### config.mk
export PLATFORM = sky130hd
export DESIGN_NAME = cusa_addr
export DESIGN_NICKNAME = d
export VERILOG_FILES = /design/src/rtl/cusa_pkg.sv /design/src/rtl/cusa_addr.sv
export SDC_FILE = /design/constraint.sdc
export NUM_CORES = 2
export LEC_CHECK = 0
export BUFFER_PORTS_ARGS = -buffer_cell sky130_fd_sc_hd__buf_2
export CAP_MARGIN = 20
export CELL_PAD_IN_SITES_DETAIL_PLACEMENT = 0
export CELL_PAD_IN_SITES_GLOBAL_PLACEMENT = 1
export CORE_MARGIN = 2
export CORE_UTILIZATION = 53
export CTS_CLUSTER_DIAMETER = 80
export DETAILED_ROUTE_END_ITERATION = 10
export GPL_TIMING_DRIVEN = 1
export HOLD_SLACK_MARGIN = 0.02
export PLACE_DENSITY = 0.95
export SYNTH_ARGS = -nofsm -noshare
export SYNTH_HDL_FRONTEND = slang
export SYNTH_SLANG_ARGS = --single-unit
### constraint.sdc
create_clock -name clock -period 16 [get_ports clock]
set_input_delay 1.6 -clock clock [delete_from_list [all_inputs] [get_ports clock]]
set_output_delay 1.6 -clock clock [all_outputs]
set_load 0.01 [all_outputs]
### src/rtl/cusa_pkg.sv
// shared constants, types and codes of the chunk unshuffle scatter address core
package cusa_pkg;

   // field widths
   localparam int DIM_WIDTH         = 16;
   localparam int MAX_ELEMENT_BYTES = 16;
   localparam int IDX_W             = 52;
   localparam int DATA_W            = 8;
   localparam int DIMS_W            = 2;
   localparam int EB_W              = 5;
   localparam int REG_IDX_W         = 3;
   localparam int CSR_W             = (DIM_WIDTH > EB_W) ? DIM_WIDTH : EB_W;

   // derived datapath widths
   localparam int LANE_W  = (MAX_ELEMENT_BYTES > 1) ? $clog2(MAX_ELEMENT_BYTES) : 1;
   localparam int PLANE_W = 2 * DIM_WIDTH;
   localparam int ELEMS_W = 3 * DIM_WIDTH;
   localparam int COORD_W = DIM_WIDTH + 1;
   localparam int REM_W   = (IDX_W > ELEMS_W + LANE_W) ? IDX_W : ELEMS_W + LANE_W;
   localparam int PX_W    = COORD_W + PLANE_W;
   localparam int PY_W    = COORD_W + DIM_WIDTH;
   localparam int LIN_W   = PX_W + 1;
   localparam int SCALE_W = LIN_W + EB_W;

   // divider pipeline stage map
   localparam int LANE_FIRST = 3;
   localparam int X_FIRST    = LANE_FIRST + LANE_W;
   localparam int Y_FIRST    = X_FIRST + DIM_WIDTH;
   localparam int DIV_STAGES = Y_FIRST + DIM_WIDTH;

   // register indexes
   typedef enum logic [REG_IDX_W-1:0] {
      REG_DIMENSIONALITY = 3'd0,
      REG_CHUNK_X        = 3'd1,
      REG_CHUNK_Y        = 3'd2,
      REG_CHUNK_Z        = 3'd3,
      REG_SIZE_X         = 3'd4,
      REG_SIZE_Y         = 3'd5,
      REG_SIZE_Z         = 3'd6,
      REG_ELEMENT_BYTES  = 3'd7
   } cusa_reg_type;

   // dataset dimensionality codes
   typedef enum logic [DIMS_W-1:0] {
      DIMS_NONE = 2'd0,
      DIMS_1D   = 2'd1,
      DIMS_2D   = 2'd2,
      DIMS_3D   = 2'd3
   } cusa_dims_type;

   // chunk and dataset geometry seen by the datapath
   typedef struct packed {
      cusa_dims_type          dims;
      logic                   cfg_ok;
      logic [ELEMS_W-1:0]     elems;
      logic [PLANE_W-1:0]     div_x;
      logic [DIM_WIDTH-1:0]   div_y;
      logic [PLANE_W-1:0]     mul_x;
      logic [DIM_WIDTH-1:0]   mul_y;
      logic [DIM_WIDTH-1:0]   size_x;
      logic [DIM_WIDTH-1:0]   size_y;
      logic [DIM_WIDTH-1:0]   size_z;
      logic [EB_W-1:0]        element_bytes;
   } cusa_geom_type;

   // transaction in flight through the divider stages
   typedef struct packed {
      logic [REM_W-1:0]     rem;
      logic [DIM_WIDTH-1:0] qx;
      logic [DIM_WIDTH-1:0] qy;
      logic [LANE_W-1:0]    lane;
      logic                 drop;
      logic [DIM_WIDTH-1:0] start_x;
      logic [DIM_WIDTH-1:0] start_y;
      logic [DIM_WIDTH-1:0] start_z;
      logic [DATA_W-1:0]    data;
   } cusa_div_type;

   // finished result
   typedef struct packed {
      logic [IDX_W-1:0]  dest_address;
      logic [DATA_W-1:0] write_data;
      logic              write_enable;
   } cusa_result_type;

endpackage

### src/rtl/cusa_addr.sv
// coordinate offset, bounds check and row-major address stages
module cusa_addr (
   input  logic                       clock,
   input  logic                       reset,
   input  logic                       pipe_en,
   input  logic                       in_valid,
   input  cusa_pkg::cusa_div_type     in_item,
   input  cusa_pkg::cusa_geom_type    geom,
   output logic                       out_valid,
   output cusa_pkg::cusa_result_type  out_result
);
   import cusa_pkg::*;

   typedef struct packed {
      logic [COORD_W-1:0] x;
      logic [COORD_W-1:0] y;
      logic [COORD_W-1:0] z;
      logic [LANE_W-1:0]  lane;
      logic               drop;
      logic [DATA_W-1:0]  data;
   } coord_type;

   typedef struct packed {
      logic [PX_W-1:0]    px;
      logic [PY_W-1:0]    py;
      logic [COORD_W-1:0] z;
      logic [LANE_W-1:0]  lane;
      logic               drop;
      logic [DATA_W-1:0]  data;
   } prod_type;

   typedef struct packed {
      logic [LIN_W-1:0]  lin;
      logic [LANE_W-1:0] lane;
      logic              drop;
      logic [DATA_W-1:0] data;
   } lin_type;

   logic [3:0]         valid_ff;
   coord_type          coord_ff, coord_in;
   prod_type           prod_ff, prod_in;
   lin_type            lin_ff, lin_in;
   cusa_result_type    result_ff, result_in;
   logic               inb_x, inb_y, inb_z, lane_bad;
   logic [SCALE_W-1:0] scaled;

   // chunk origin plus local coordinate, checked against the dataset extent
   always_comb begin
      coord_in.x = COORD_W'(in_item.qx) + COORD_W'(in_item.start_x);
      coord_in.y = ((geom.dims == DIMS_2D) || (geom.dims == DIMS_3D)) ?
                   COORD_W'(in_item.qy) + COORD_W'(in_item.start_y) : '0;
      coord_in.z = (geom.dims == DIMS_3D) ?
                   COORD_W'(in_item.rem[DIM_WIDTH-1:0]) + COORD_W'(in_item.start_z) : '0;
      inb_x    = coord_in.x < COORD_W'(geom.size_x);
      inb_y    = (geom.dims == DIMS_1D) || (coord_in.y < COORD_W'(geom.size_y));
      inb_z    = (geom.dims != DIMS_3D) || (coord_in.z < COORD_W'(geom.size_z));
      lane_bad = 32'(in_item.lane) >= 32'(geom.element_bytes);
      coord_in.lane = in_item.lane;
      coord_in.data = in_item.data;
      coord_in.drop = in_item.drop | lane_bad | !(inb_x & inb_y & inb_z);
   end

   // row strides
   always_comb begin
      prod_in.px   = PX_W'(coord_ff.x) * PX_W'(geom.mul_x);
      prod_in.py   = PY_W'(coord_ff.y) * PY_W'(geom.mul_y);
      prod_in.z    = coord_ff.z;
      prod_in.lane = coord_ff.lane;
      prod_in.drop = coord_ff.drop;
      prod_in.data = coord_ff.data;
   end

   // linear element number
   always_comb begin
      lin_in.lin  = LIN_W'(prod_ff.px) + LIN_W'(prod_ff.py) + LIN_W'(prod_ff.z);
      lin_in.lane = prod_ff.lane;
      lin_in.drop = prod_ff.drop;
      lin_in.data = prod_ff.data;
   end

   // byte address: element number times element size plus lane
   always_comb begin
      scaled = SCALE_W'(lin_ff.lin) * SCALE_W'(geom.element_bytes) + SCALE_W'(lin_ff.lane);
      result_in.dest_address = lin_ff.drop ? '0 : IDX_W'(scaled);
      result_in.write_enable = !lin_ff.drop;
      result_in.write_data   = lin_ff.data;
   end

   always_ff @(posedge clock) begin
      if (reset) begin
         valid_ff <= '0;
      end else if (pipe_en) begin
         valid_ff <= {valid_ff[2:0], in_valid};
      end
   end

   always_ff @(posedge clock) begin
      if (pipe_en) begin
         coord_ff  <= coord_in;
         prod_ff   <= prod_in;
         lin_ff    <= lin_in;
         result_ff <= result_in;
      end
   end

   assign out_valid  = valid_ff[3];
   assign out_result = result_ff;

endmodule

---- Word-level counts from Yosys, hierarchy flattened ----
Cells that the tools add are included.
word-level totals
  register bits ........................... 304
  input bits .............................. 349
  output and inout port bits .............. 62
  word-level logic and storage cells ...... 48
operators by class
  $add $sub $neg .......................... 6
  multiply operators ...................... 3
  magnitude comparators ................... 4
  eq/ne operators ......................... 4
  muxes and demuxes ....................... 2
  bitwise gates (word level) .............. 4
  reductions and logical operators ........ 5
operators by type and width
  operator                                                          number
  52-bit by 4-bit adder with 52-bit output                          1
  50-bit by 5-bit multiplier with 52-bit output                     1
  16-bit by 16-bit adder with 17-bit output                         3
  17-bit by 16-bit less-than comparator with 1-bit output           3
  49-bit by 33-bit adder with 50-bit output                         1
  50-bit by 17-bit adder with 50-bit output                         1
  17-bit by 32-bit multiplier with 49-bit output                    1
  17-bit two-way mux                                                2
  17-bit by 16-bit multiplier with 33-bit output                    1
  4-bit by 5-bit greater-or-equal comparator with 1-bit output      1
  2-bit == test (second input constant)                             2
  1-bit logical OR                                                  3
  1-bit bitwise AND                                                 2
  2-bit by 1-bit == test with 1-bit output (second input constant)  1
  1-bit logical NOT                                                 2
  2-bit inequality test (second input constant)                     1
  1-bit OR                                                          2

---- Depth between registers and ports, before layout ----
  depth in word-level cells ............... 9
  depth in mapped cells ................... 25
  mapped depth without buffers ............ 24

---- Worst setup path after synthesis ----
OpenSTA, ideal clock, no wires.
  kind .................................... input port to flip-flop
  from .................................... input port geom[95] in the netlist's numbering
  to ...................................... register prod_ff[104] in the netlist's numbering (data pin)
  library setup time ...................... 268 ps
  arrival ................................. 7,358 ps
  required time ........................... 15,732 ps
  setup slack ............................. 8,375 ps
  stages on the path ...................... 23
  buffers on the path ..................... 2
  cell sequence ........................... clkbuf_1 clkbuf_1 nand2_1 fa_1 fa_1 fa_1 inv_1 fa_1 fa_1 inv_1 fa_1 inv_1 ha_1 a21o_1 a21o_1 a21oi_1 nand2b_1 nor4_2 nor2_1 a221o_1 and2_4 a41o_1 xor2_1
RTL lines
  what                  line              RTL
  from (decl)           cusa_addr.sv:8    input cusa_pkg::cusa_geom_type geom,
  to (signal assigned)  cusa_addr.sv:100  prod_ff <= prod_in;
  to (decl)             cusa_addr.sv:41   prod_type prod_ff, prod_in;

==> summary.txt <==
Avg Cell Area, Syn - 9.529 um^2
Post-CTS setup buffers - 0
Most used cell, CP - fa_1
Number of fill cells - 8,015
Critical Path RT - 16,340 ps
Die height - 309.5 um
FF/Latch Area - 9089 um^2
Critical path's slowest cell - fa_1
Routed length per instance - 18.24 um
Ys async rst share - 0%
Synth Flop Type - edfxtp_1
Seq/Total Area, Yosys - 18.37%
Fin nets - 7,004
Vias in the first global route - 38,130
Synth Register Bits - 304
RR Startpoint - coord_ff[50]
Crit end category - flip-flop
Clock period minus worst slack - 7633 ps
TritonCTS clock tree - done
Routed wire length - 121.1 mm
GRT Util Overall - 26.17%
Worst r2r dst - prod_ff[105]
Clk buf depth - 3
Clk_lat worst skew - 610 ps
Syn Nets - 6,839
Hold Path End - prod_ff[20]
Outcome - finished clean
Post-Syn Area - 49,470 um^2
Most frequent cells in the layout - 1,044 x inv_1, 824 x fa_1, 716 x nand2_1
Layout cells sized above 1 - 7.428%
F_max - 131.0 MHz
Total die area - 95,790 um^2
Synth area leader - fa_1
Row cnt - 112
Initial antenna violation count - 5
Relative slew slack - 34.47%
Area contributors post-synth - fa_1 33%, edfxtp_1 18%, ha_1 12%, inv_1 7.9%, and2_1 5.9%
1st-pass router iterations - 5
R2R depth - 21
Hold Startpoint - coord_ff[20]
Detailed Place HPWL - 95.44 mm
Routability-driven placement congestion ratio - 0.9039
Initial core utilization - 53.24%
Final hold vios - 0
ANT nets after route - 0
Crit path arrival time - 7980 ps
# DRC - 0
Total congestion overflow - 0
Final setup TNS - 0 ps
Largest net degree at the start of global routing - 91
Die Wd - 309.5 um
Drt via density - 5.409
Most common cell after layout, fill and taps aside - inv_1
Final Cycle Share - 47.71%
Worst hold path type - reg2reg
Cell Chain, Critical Path - buf_2 > nand2_1 > fa_1 > inv_1 > fa_1 > inv_1 > fa_1 > inv_1 > fa_1 > fa_1 > inv_1 > fa_1 > inv_1 > ha_1 > a21oi_1 > o21ai_0 > o41ai_1 > nor2_1 > a21oi_1 > nor3_1 > a311o_1
Post_cts resized - 0
Area used by multi-input combinational logic - 35,780 um^2
Crit-path max FO - 17
CP Launch Type - input pin
Boundary pin count - 411
H-tree levels - 2
R2R setup slack - 9040 ps
Core ar. - 92,910 um^2
First-pass GRT wire length - 197.8 mm
Sink Count - 304
Netlist cell types - 86
Hold_buf cts - 0
Worst Tran Pin Value - 982.9 ps
Via count - 35,930
Mapped Cells - 5,191
CTS Buf Count - 40
Worst Setup Path Type - in2reg
Largest stage delay on the critical path - 570 ps
Ys Warns - 0
Reg clk slew, reported paths - 60 ps
Number of synthesized flops with an enable pin - 300
Final setup skew - 38.64 ps
RSZ-0062 raised after global routing - false
Final setup viols - 0
Area grow syn2layout - 7.793%
Clock root cell - clkbuf_16
IO buf count - 277
Initial DRC count - 2,312
Post-synth top area share - 33.35%
Max_cap viols - 0
Hold Crit Depth - 0
Final Slew Violations - 0
-- worst max path at each step --
stage                  start           end  slack (ps)  cells past startpoint
CTS                 geom[76]  prod_ff[104]        8500                     24
global route        geom[98]  prod_ff[105]        8180                     21
floorplan           geom[95]  prod_ff[104]        8370                     23
finish              geom[98]  prod_ff[105]        8370                     21
detailed placement  geom[76]  prod_ff[104]        7850                     24
global placement    geom[76]  prod_ff[104]        7910                     24
-- Yosys cell counts (4+ instances only) --
library cell / instances
nand2b_1: 32
a31o_2: 7
o21ai_0: 86
nor2_1: 164
or3_1: 9
mux2i_1: 6
ha_1: 475
a41o_1: 4
o2111ai_1: 7
o21ai_2: 4
o41a_1: 4
nand3_1: 33
or2_2: 5
o31a_1: 5
a31oi_1: 20
a21o_1: 110
o21ai_1: 5
xor2_1: 68
inv_1: 1044
or4_1: 5
and3_1: 22
and4_1: 4
xnor2_1: 125
and2_1: 468
o211ai_1: 13
a211oi_1: 27
nand4_1: 29
nor3b_1: 4
clkbuf_1: 176
o21bai_1: 21
nor3_1: 35
edfxtp_1: 300
o21a_1: 30
a41oi_1: 6
o31ai_1: 7
nand2_1: 716
nor2b_1: 36
fa_1: 824
a211o_1: 12
dfxtp_1: 4
a21oi_1: 167
nand3b_1: 5
-- critical path: cells and delay by family --
kind,cells,cell delay (ps)
AND/OR/NAND/NOR,3,420
adder cells (fa/ha/maj),7,3540
AO/OA/AOI/OAI,5,1740
buffers and inverters,6,670
-- kinds of logic (layout without fill, tap and decap cells) --
logic type	after synthesis	in the layout	synth area share, %
other cells	0	3	0
fa+ha+maj	1299	1299	45.36
buf+inv	1224	1418	9.295
compound gates	582	582	7.889
mux	8	8	0.1669
simple gates	1581	1581	15.50
flops	304	304	18.37
xor+xnor	193	193	3.417
-- sequential cells by signal, indices dropped and copies added, names as in the netlist --
register and flops:
prod_ff 99, coord_ff 64, lin_ff 63, out_result 61, lin_in 13, valid_ff 4
-- final cells by class --
| type | instances | share of cell area [%] |
|---|---|---|
| Multi-Input combinational cell | 3663 | 67.10 |
| Sequential cell | 304 | 17.04 |
| Inverter | 1044 | 7.349 |
| Timing Repair Buffer | 303 | 2.985 |
| Tap cell | 1254 | 2.942 |
| Clock buffer | 41 | 1.884 |
| Clock inverter | 30 | 0.6781 |
| Antenna cell | 3 | 0.01408 |
-- through the flow --
step	std cells	setup slack, ps	area (um^2)	hold slack, ps	utilization [%]
3_5_place_dp	6568	7853	51950	404.5	55.91
3_3_place_gp	6568	7911	51950	400.7	55.91
4_1_cts	6639	8497	53310	401.3	57.38
6_report	6642	8367	53320	410.3	57.39
2_1_floorplan	5191	8375	49470	400.3	-
5_1_grt	6642	8185	53320	420.6	57.39
-- layer usage --
| layer | global-route usage (%) | vias to the layer above | routed length, um |
|---|---|---|---|
| li1 | - | 16550 | - |
| met1 | 34.11 | 17900 | 50240 |
| met2 | 44.34 | 1233 | 58180 |
| met3 | 5.041 | 241 | 9050 |
| met4 | 7.857 | 4 | 3634 |
| met5 | 0 | - | 23 |
Power is left out: the tool's default activity adds up to more than one toggle a clock period on the data nets, which glitch-free logic cannot reach.
