`src/rtl/cusa_pkg.sv`:
```
// shared constants, types and codes of the chunk unshuffle scatter address core
package cusa_pkg;

   // field widths
   localparam int DIM_WIDTH         = 16;
   localparam int MAX_ELEMENT_BYTES = 16;
   localparam int IDX_W             = 52;
   localparam int DATA_W            = 8;
   localparam int DIMS_W            = 2;
   localparam int EB_W              = 5;
   localparam int REG_IDX_W         = 3;
   localparam int CSR_W             = (DIM_WIDTH > EB_W) ? DIM_WIDTH : EB_W;

   // derived datapath widths
   localparam int LANE_W  = (MAX_ELEMENT_BYTES > 1) ? $clog2(MAX_ELEMENT_BYTES) : 1;
   localparam int PLANE_W = 2 * DIM_WIDTH;
   localparam int ELEMS_W = 3 * DIM_WIDTH;
   localparam int COORD_W = DIM_WIDTH + 1;
   localparam int REM_W   = (IDX_W > ELEMS_W + LANE_W) ? IDX_W : ELEMS_W + LANE_W;
   localparam int PX_W    = COORD_W + PLANE_W;
   localparam int PY_W    = COORD_W + DIM_WIDTH;
   localparam int LIN_W   = PX_W + 1;
   localparam int SCALE_W = LIN_W + EB_W;

   // divider pipeline stage map
   localparam int LANE_FIRST = 3;
   localparam int X_FIRST    = LANE_FIRST + LANE_W;
   localparam int Y_FIRST    = X_FIRST + DIM_WIDTH;
   localparam int DIV_STAGES = Y_FIRST + DIM_WIDTH;

   // register indexes
   typedef enum logic [REG_IDX_W-1:0] {
      REG_DIMENSIONALITY = 3'd0,
      REG_CHUNK_X        = 3'd1,
      REG_CHUNK_Y        = 3'd2,
      REG_CHUNK_Z        = 3'd3,
      REG_SIZE_X         = 3'd4,
      REG_SIZE_Y         = 3'd5,
      REG_SIZE_Z         = 3'd6,
      REG_ELEMENT_BYTES  = 3'd7
   } cusa_reg_type;

   // dataset dimensionality codes
   typedef enum logic [DIMS_W-1:0] {
      DIMS_NONE = 2'd0,
      DIMS_1D   = 2'd1,
      DIMS_2D   = 2'd2,
      DIMS_3D   = 2'd3
   } cusa_dims_type;

   // chunk and dataset geometry seen by the datapath
   typedef struct packed {
      cusa_dims_type          dims;
      logic                   cfg_ok;
      logic [ELEMS_W-1:0]     elems;
      logic [PLANE_W-1:0]     div_x;
      logic [DIM_WIDTH-1:0]   div_y;
      logic [PLANE_W-1:0]     mul_x;
      logic [DIM_WIDTH-1:0]   mul_y;
      logic [DIM_WIDTH-1:0]   size_x;
      logic [DIM_WIDTH-1:0]   size_y;
      logic [DIM_WIDTH-1:0]   size_z;
      logic [EB_W-1:0]        element_bytes;
   } cusa_geom_type;

   // transaction in flight through the divider stages
   typedef struct packed {
      logic [REM_W-1:0]     rem;
      logic [DIM_WIDTH-1:0] qx;
      logic [DIM_WIDTH-1:0] qy;
      logic [LANE_W-1:0]    lane;
      logic                 drop;
      logic [DIM_WIDTH-1:0] start_x;
      logic [DIM_WIDTH-1:0] start_y;
      logic [DIM_WIDTH-1:0] start_z;
      logic [DATA_W-1:0]    data;
   } cusa_div_type;

   // finished result
   typedef struct packed {
      logic [IDX_W-1:0]  dest_address;
      logic [DATA_W-1:0] write_data;
      logic              write_enable;
   } cusa_result_type;

endpackage

```
`src/rtl/cusa_cfg.sv`:
```
// configuration registers and derived chunk geometry
module cusa_cfg (
   input  logic                          clock,
   input  logic                          reset,
   input  logic                          csr_we,
   input  logic [cusa_pkg::REG_IDX_W-1:0] csr_index,
   input  logic [cusa_pkg::CSR_W-1:0]     csr_wdata,
   output cusa_pkg::cusa_geom_type       geom
);
   import cusa_pkg::*;

   cusa_dims_type        dims_ff;
   logic [DIM_WIDTH-1:0] chunk_x_ff, chunk_y_ff, chunk_z_ff;
   logic [DIM_WIDTH-1:0] size_x_ff, size_y_ff, size_z_ff;
   logic [EB_W-1:0]      element_bytes_ff;

   logic [PLANE_W-1:0]   cxy_ff;
   logic [PLANE_W-1:0]   div_x_ff, div_x_in;
   logic [DIM_WIDTH-1:0] div_y_ff, div_y_in;
   logic [PLANE_W-1:0]   mul_x_ff, mul_x_in;
   logic [DIM_WIDTH-1:0] mul_y_ff, mul_y_in;
   logic                 cfg_ok_ff, cfg_ok_in;
   logic [ELEMS_W-1:0]   elems_ff, elems_in;

   // register file
   always_ff @(posedge clock) begin
      if (reset) begin
         dims_ff          <= DIMS_1D;
         chunk_x_ff       <= DIM_WIDTH'(1);
         chunk_y_ff       <= DIM_WIDTH'(1);
         chunk_z_ff       <= DIM_WIDTH'(1);
         size_x_ff        <= '0;
         size_y_ff        <= '0;
         size_z_ff        <= '0;
         element_bytes_ff <= EB_W'(1);
      end else if (csr_we) begin
         case (cusa_reg_type'(csr_index))
            REG_DIMENSIONALITY: dims_ff          <= cusa_dims_type'(csr_wdata[DIMS_W-1:0]);
            REG_CHUNK_X:        chunk_x_ff       <= csr_wdata[DIM_WIDTH-1:0];
            REG_CHUNK_Y:        chunk_y_ff       <= csr_wdata[DIM_WIDTH-1:0];
            REG_CHUNK_Z:        chunk_z_ff       <= csr_wdata[DIM_WIDTH-1:0];
            REG_SIZE_X:         size_x_ff        <= csr_wdata[DIM_WIDTH-1:0];
            REG_SIZE_Y:         size_y_ff        <= csr_wdata[DIM_WIDTH-1:0];
            REG_SIZE_Z:         size_z_ff        <= csr_wdata[DIM_WIDTH-1:0];
            REG_ELEMENT_BYTES:  element_bytes_ff <= csr_wdata[EB_W-1:0];
            default: ;
         endcase
      end
   end

   // divisors and row strides per dimensionality
   always_comb begin
      case (dims_ff)
         DIMS_3D: begin
            div_x_in = PLANE_W'(chunk_y_ff) * PLANE_W'(chunk_z_ff);
            div_y_in = chunk_z_ff;
            mul_x_in = PLANE_W'(size_y_ff) * PLANE_W'(size_z_ff);
            mul_y_in = size_z_ff;
         end
         DIMS_2D: begin
            div_x_in = PLANE_W'(chunk_y_ff);
            div_y_in = DIM_WIDTH'(1);
            mul_x_in = PLANE_W'(size_y_ff);
            mul_y_in = DIM_WIDTH'(1);
         end
         default: begin
            div_x_in = PLANE_W'(1);
            div_y_in = DIM_WIDTH'(1);
            mul_x_in = PLANE_W'(1);
            mul_y_in = DIM_WIDTH'(1);
         end
      endcase
   end

   // usable layout: dimensions set, element size in range, no zero chunk extent in use
   assign cfg_ok_in = (dims_ff != DIMS_NONE) && (element_bytes_ff != '0) &&
                      (32'(element_bytes_ff) <= 32'(MAX_ELEMENT_BYTES)) &&
                      (chunk_x_ff != '0) &&
                      ((dims_ff == DIMS_1D) || (chunk_y_ff != '0)) &&
                      ((dims_ff != DIMS_3D) || (chunk_z_ff != '0));

   // elements per chunk, second multiply step
   always_comb begin
      case (dims_ff)
         DIMS_3D: elems_in = ELEMS_W'(cxy_ff) * ELEMS_W'(chunk_z_ff);
         DIMS_2D: elems_in = ELEMS_W'(cxy_ff);
         default: elems_in = ELEMS_W'(chunk_x_ff);
      endcase
   end

   // derived geometry registers
   always_ff @(posedge clock) begin
      cxy_ff    <= PLANE_W'(chunk_x_ff) * PLANE_W'(chunk_y_ff);
      div_x_ff  <= div_x_in;
      div_y_ff  <= div_y_in;
      mul_x_ff  <= mul_x_in;
      mul_y_ff  <= mul_y_in;
      cfg_ok_ff <= cfg_ok_in;
      elems_ff  <= elems_in;
   end

   assign geom.dims          = dims_ff;
   assign geom.cfg_ok        = cfg_ok_ff;
   assign geom.elems         = elems_ff;
   assign geom.div_x         = div_x_ff;
   assign geom.div_y         = div_y_ff;
   assign geom.mul_x         = mul_x_ff;
   assign geom.mul_y         = mul_y_ff;
   assign geom.size_x        = size_x_ff;
   assign geom.size_y        = size_y_ff;
   assign geom.size_z        = size_z_ff;
   assign geom.element_bytes = element_bytes_ff;

endmodule

```
`config.mk`:
```
export PLATFORM = sky130hd
export DESIGN_NAME = cusa_cfg
export DESIGN_NICKNAME = d
export VERILOG_FILES = /design/src/rtl/cusa_pkg.sv /design/src/rtl/cusa_cfg.sv
export SDC_FILE = /design/constraint.sdc
export NUM_CORES = 2
export LEC_CHECK = 0
export BUFFER_PORTS_ARGS = -buffer_cell sky130_fd_sc_hd__clkbuf_2
export CORE_MARGIN = 5
export CORE_UTILIZATION = 45
export CTS_CLUSTER_SIZE = 8
export DETAILED_ROUTE_END_ITERATION = 10
export HOLD_SLACK_MARGIN = 0.15
export PLACE_DENSITY = 0.61
export REMOVE_ABC_BUFFERS = 1
export SLEW_MARGIN = 15
export SYNTH_ARGS = -nofsm -noshare
export SYNTH_HDL_FRONTEND = slang
export SYNTH_SLANG_ARGS = --single-unit
```
`constraint.sdc`:
```
create_clock -name clock -period 6.73 [get_ports clock]
set_input_delay 1.0095 -clock clock [delete_from_list [all_inputs] [get_ports clock]]
set_output_delay 1.0095 -clock clock [all_outputs]
set_load 0.02 [all_outputs]
```
After elaboration in Yosys (flattened, before gate mapping) --
Cells that the tools add are included.
Word-level totals: register bits after elaboration 280, input port bits 22, output and inout port bits 200
Operators by class: $mul 4, order comparisons 1, equality and inequality tests 11, muxes and demuxes 3, reductions and logical operators 21
Operator list (count):
- $pmux W32 S2 | 2
- $mul A16 B16 Y32 | 3
- $pmux W48 S2 | 1
- $mul A32 B16 Y48 | 1
- $reduce_bool A16 Y1 | 3
- $reduce_and A2 Y1 | 8
- $eq A3 B3 Y1 const B | 4
- $eq A3 B2 Y1 const B | 2
- $le A5 B5 Y1 const B | 1
- $logic_and A1 B1 Y1 | 5
- $reduce_bool A5 Y1 | 1
- $eq A2 B2 Y1 const B | 2
- $eq A3 B1 Y1 const B | 1
- $logic_not A3 Y1 | 1
- $eq A2 B1 Y1 const B | 1
- $logic_or A1 B1 Y1 | 2
- $ne A2 B2 Y1 const B | 1
- $reduce_bool A2 Y1 | 1

Depth between registers and ports, before layout --
depth in word-level cells 6, mapped depth 25

Worst setup path after synthesis --
OpenSTA, ideal clock, no wires.
kind register to register, from reg chunk_z_ff[7], to reg elems_ff[44], setup time 72 ps, arrival time 6106 ps, setup slack 552 ps, cell stages (with the launch flop) 26, clock period less this slack 6178 ps, path through dfxtp_1 clkbuf_1 clkbuf_1 nand2_1 fa_1 inv_1 fa_1 inv_1 fa_1 inv_1 fa_1 fa_1 inv_1 fa_1 inv_1 ha_1 clkbuf_2 nand2_1 o21ai_0 a41o_1 a21oi_1 a2111oi_0 o21ai_0 a21oi_1 a2bb2oi_1 mux2i_1
Between the ends: word-level cells in the longest chain between the ends 2
RTL lines:
- start: declaration | line cusa_cfg.sv:13 | logic [DIM_WIDTH-1:0] chunk_x_ff, chunk_y_ff, chunk_z_ff;
- start signal: assignment | line cusa_cfg.sv:41 | REG_CHUNK_Z: chunk_z_ff <= csr_wdata[DIM_WIDTH-1:0];
- $mul A32 B16 Y48 | line cusa_cfg.sv:85 | DIMS_3D: elems_in = ELEMS_W'(cxy_ff) * ELEMS_W'(chunk_z_ff);
- $pmux W48 S2 | line cusa_cfg.sv:84 | case (dims_ff)
- net elems_in[44] | line cusa_cfg.sv:23 | logic [ELEMS_W-1:0] elems_ff, elems_in;
- end signal: assignment | line cusa_cfg.sv:99 | elems_ff <= elems_in;
- end: declaration | line cusa_cfg.sv:23
The timed path passes the listed nets, and every way through them passes these cells. A chain may end at the register's enable or synchronous reset.

Worst setup path after layout --
from reg chunk_z_ff[5], to reg elems_ff[42]
Same word-level chain as after synthesis.

==> flow_summary.yaml <==
worst_setup_path:
  cp_top_family: "adder cells"
  cp-end-kind: "flip-flop"
  crit_path_start_kind: "flip-flop"
  cp.arrival_ps: 7100
  slowest_stage: "fa_1"
  reg2reg_depth: 25
  rr_endpoint: "elems_ff[42]"
  slowest_delay_ps: 520
  crit_buf_inv: 8
  crit_required_ps: 7280
  r2r_slack_ps: 180
  crit_type: "flip-flop to flip-flop"
  cp_max_fo: 8
  crit_top_cell: "fa_1"
  reg2reg_from: "chunk_z_ff[5]"
sta:
  slew_headroom_pct: 25.9
  whs_ps: 458
  fin_crit_sh_pct: 97.3
  setup_viol: 0
  drv_slew: 0
  worstMarginPinSlew_ps: 1110
  timing.final.ws_setup_ps: 184
  finalHoldViolCount: 0
  fin_skew_ps: 28.5
  clock.fmax_ghz: 0.153
  min_period_ps: 6550
  grt_setup_unrepaired: "yes"
floorplanning:
  dieArea_mm2: 0.119
  die_x_um: 345
  initial_core_util_pct: 45.1
  rows: 123
  core-area_mm2: 0.112
  ios: 222
  die_h_um: 345
clock_tree:
  clk_pin_slew_ps: 50
  cts_buffers: 45
  clkSinkCount: 280
  clkLatencyLatePin_ps: 650
  clockBufferDepth: 3
  clock-root-buffer: "clkbuf_16"
  htree_levels: 2
  cts_tree: "done"
logic_synthesis:
  yosys_warnings: 0
  netlist_area_mm2: 0.0505
  netlist_instances: 5870
  synth_edf_count: 0
  synthFlopType: "dfxtp_1"
  ys_ff_latch: 280
  synth.distinct_cells: 73
  synth_area_per_cell_um2: 8.61
  synth_async_sr_flop_share_pct: 0
  ys_seq_area_share_pct: 11.1
finish:
  final_common_cell: "inv_1"
  utilization_pct: 49.9
  final_cell_area_mm2: 0.0559
  nets: 7478
  drive_above_1_share_pct: 10.1
  area_delta_synth_final_pct: 10.5
  layout_common_cells: "inv_1 (1179), nand2_1 (1103), fa_1 (1000), and2_1 (480), ha_1 (426)"
detailed_routing:
  antenna_left: 0
  drtIter0Drc: 2638
  totalWireLength_mm: 148
  wl_per_cell_um: 19.6
  drc_errors: 0
  firstDrtPassIters: 6
  avgViaCountPerCell: 5.21
  vias: 39300
hold_path:
  min_to: "size_x_ff[2]"
  whs_path_depth: 2
  hold_class: "flip-flop to flip-flop"
  hold_start: "size_x_ff[2]"
job:
  cap_violations: 0
pwr:
  fin_total_pwr_mw: 4.56
  powerDensity_mw_per_mm2: 81.6
  ir_worst_vdd_mv: 0.152
  leakage_nw: 28.0
placed_design:
  dp_slack_ps: -101
  gp_congestion: 0.895
  port-buffer-count: 221
  placed_area_mm2: 0.0542
  dp_hpwl_mm: 116
grt:
  grtUsageTotal_pct: 25.2
  grt_max_degree: 84
  grt_pass1_vias: 42700
  grt_antenna_before_repair: 5
  grt-ovfl-total: 0
  grt_pass1_wl_mm: 240
status:
  outcome: "completed"
-- registers in the layout, summed over array words and instances, names as in the netlist, 32 cells and up --
signal	cells
mul_x_ff	32
cxy_ff	32
div_x_ff	32
elems_ff	48
-- worst max-delay path by stage --
stage                             start           end  cells past startpoint
after floorplan           chunk_z_ff[7]  elems_ff[44]                     22
after global placement        cxy_ff[6]  elems_ff[42]                     25
after detailed placement  chunk_z_ff[3]  elems_ff[42]                     22
after CTS                     cxy_ff[4]  elems_ff[42]                     23
after global routing      chunk_z_ff[2]  elems_ff[42]                     23
final                     chunk_z_ff[5]  elems_ff[42]                     25
-- where the power goes --
group | leakage (nW) | total, mW | switching (mW) | internal (mW)
clock | 0.692 | 2.31 | 0.912 | 1.39
combinational | 25.0 | 0.496 | 0.330 | 0.166
sequential | 2.29 | 1.75 | 0.0707 | 1.68
-- synthesized netlist by cell type (4+ instances only) --
library cell / instances / area share, %
nand4_1: 27 / 0.33
a31oi_1: 12 / 0.15
mux2i_1: 48 / 0.95
nor2_1: 127 / 0.94
o21a_1: 19 / 0.28
dfxtp_1: 280 / 11
nor2b_1: 52 / 0.64
a21oi_1: 237 / 2.3
o21ai_0: 75 / 0.74
and3_1: 39 / 0.48
or3_1: 6 / 0.074
and2_1: 480 / 5.9
nand3b_1: 5 / 0.074
and4_1: 6 / 0.10
clkbuf_1: 351 / 2.6
xnor2_1: 64 / 1.1
fa_1: 1000 / 40
nor4_1: 15 / 0.19
nor3b_1: 4 / 0.059
inv_1: 1179 / 8.8
o211ai_1: 9 / 0.13
a21boi_0: 4 / 0.059
nand2b_1: 21 / 0.26
nand3_1: 29 / 0.29
or2_2: 4 / 0.050
nand2_1: 1104 / 8.2
nor3_1: 17 / 0.17
xor2_1: 52 / 0.90
a211oi_1: 12 / 0.18
o21bai_1: 20 / 0.30
ha_1: 432 / 11
o211a_1: 9 / 0.18
a21o_1: 59 / 0.88
o31ai_1: 7 / 0.10
a211o_1: 6 / 0.10
-- worst min-delay path, cell delays in order, from the launching register on --
cell and delay, ps:
dfxtp_1 300, nand2_1 50, a21oi_1 50
-- routing by layer --
metal / GRT usage, % / vias up / wire length, um
met5: 0 / - / 0
li1: - / 17800 / -
met2: 43.2 / 1286 / 71000
met4: 8.24 / 0 / 5330
met1: 32.5 / 20000 / 60700
met3: 4.54 / 253 / 10600
-- layout make-up --
cell class | count | area, um2
Clock buffer | 55 | 1230
Antenna cell | 1 | 2.50
Multi-Input combinational cell | 4054 | 39200
Inverter | 1179 | 4430
Sequential cell | 280 | 5690
Clock inverter | 10 | 169
Fill cell | 10900 | 56200
Tap cell | 1500 | 1880
Timing Repair Buffer | 464 | 3210
-- per-stage QoR --
step	cells	setup TNS (ps)
floorplan	5513	0
global placement	7470	-54.3
detailed placement	7470	-244
CTS	7535	0
global route	7543	-38.9
finish	7543	0
-- timing repair --
action	in CTS	in global routing
pin swaps	0	3
hold buffers	0	0
gates cloned	0	1
endpoints found under the setup margin	5	30
buffers inserted	0	6
resized for setup	10	64
-- kinds of logic after synthesis --
logic type,count (synthesis),share of synthesized area [%]
AND/OR/NAND/NOR,1943,17.9
adder cells (fa/ha/maj),1432,50.3
XOR/XNOR,116,2.01
buffers and inverters,1536,11.4
multiplexers,51,1.02
AO/OA/AOI/OAI,512,6.25
flip-flops,280,11.1
No activity file was read; power rests on OpenSTA's default activity.
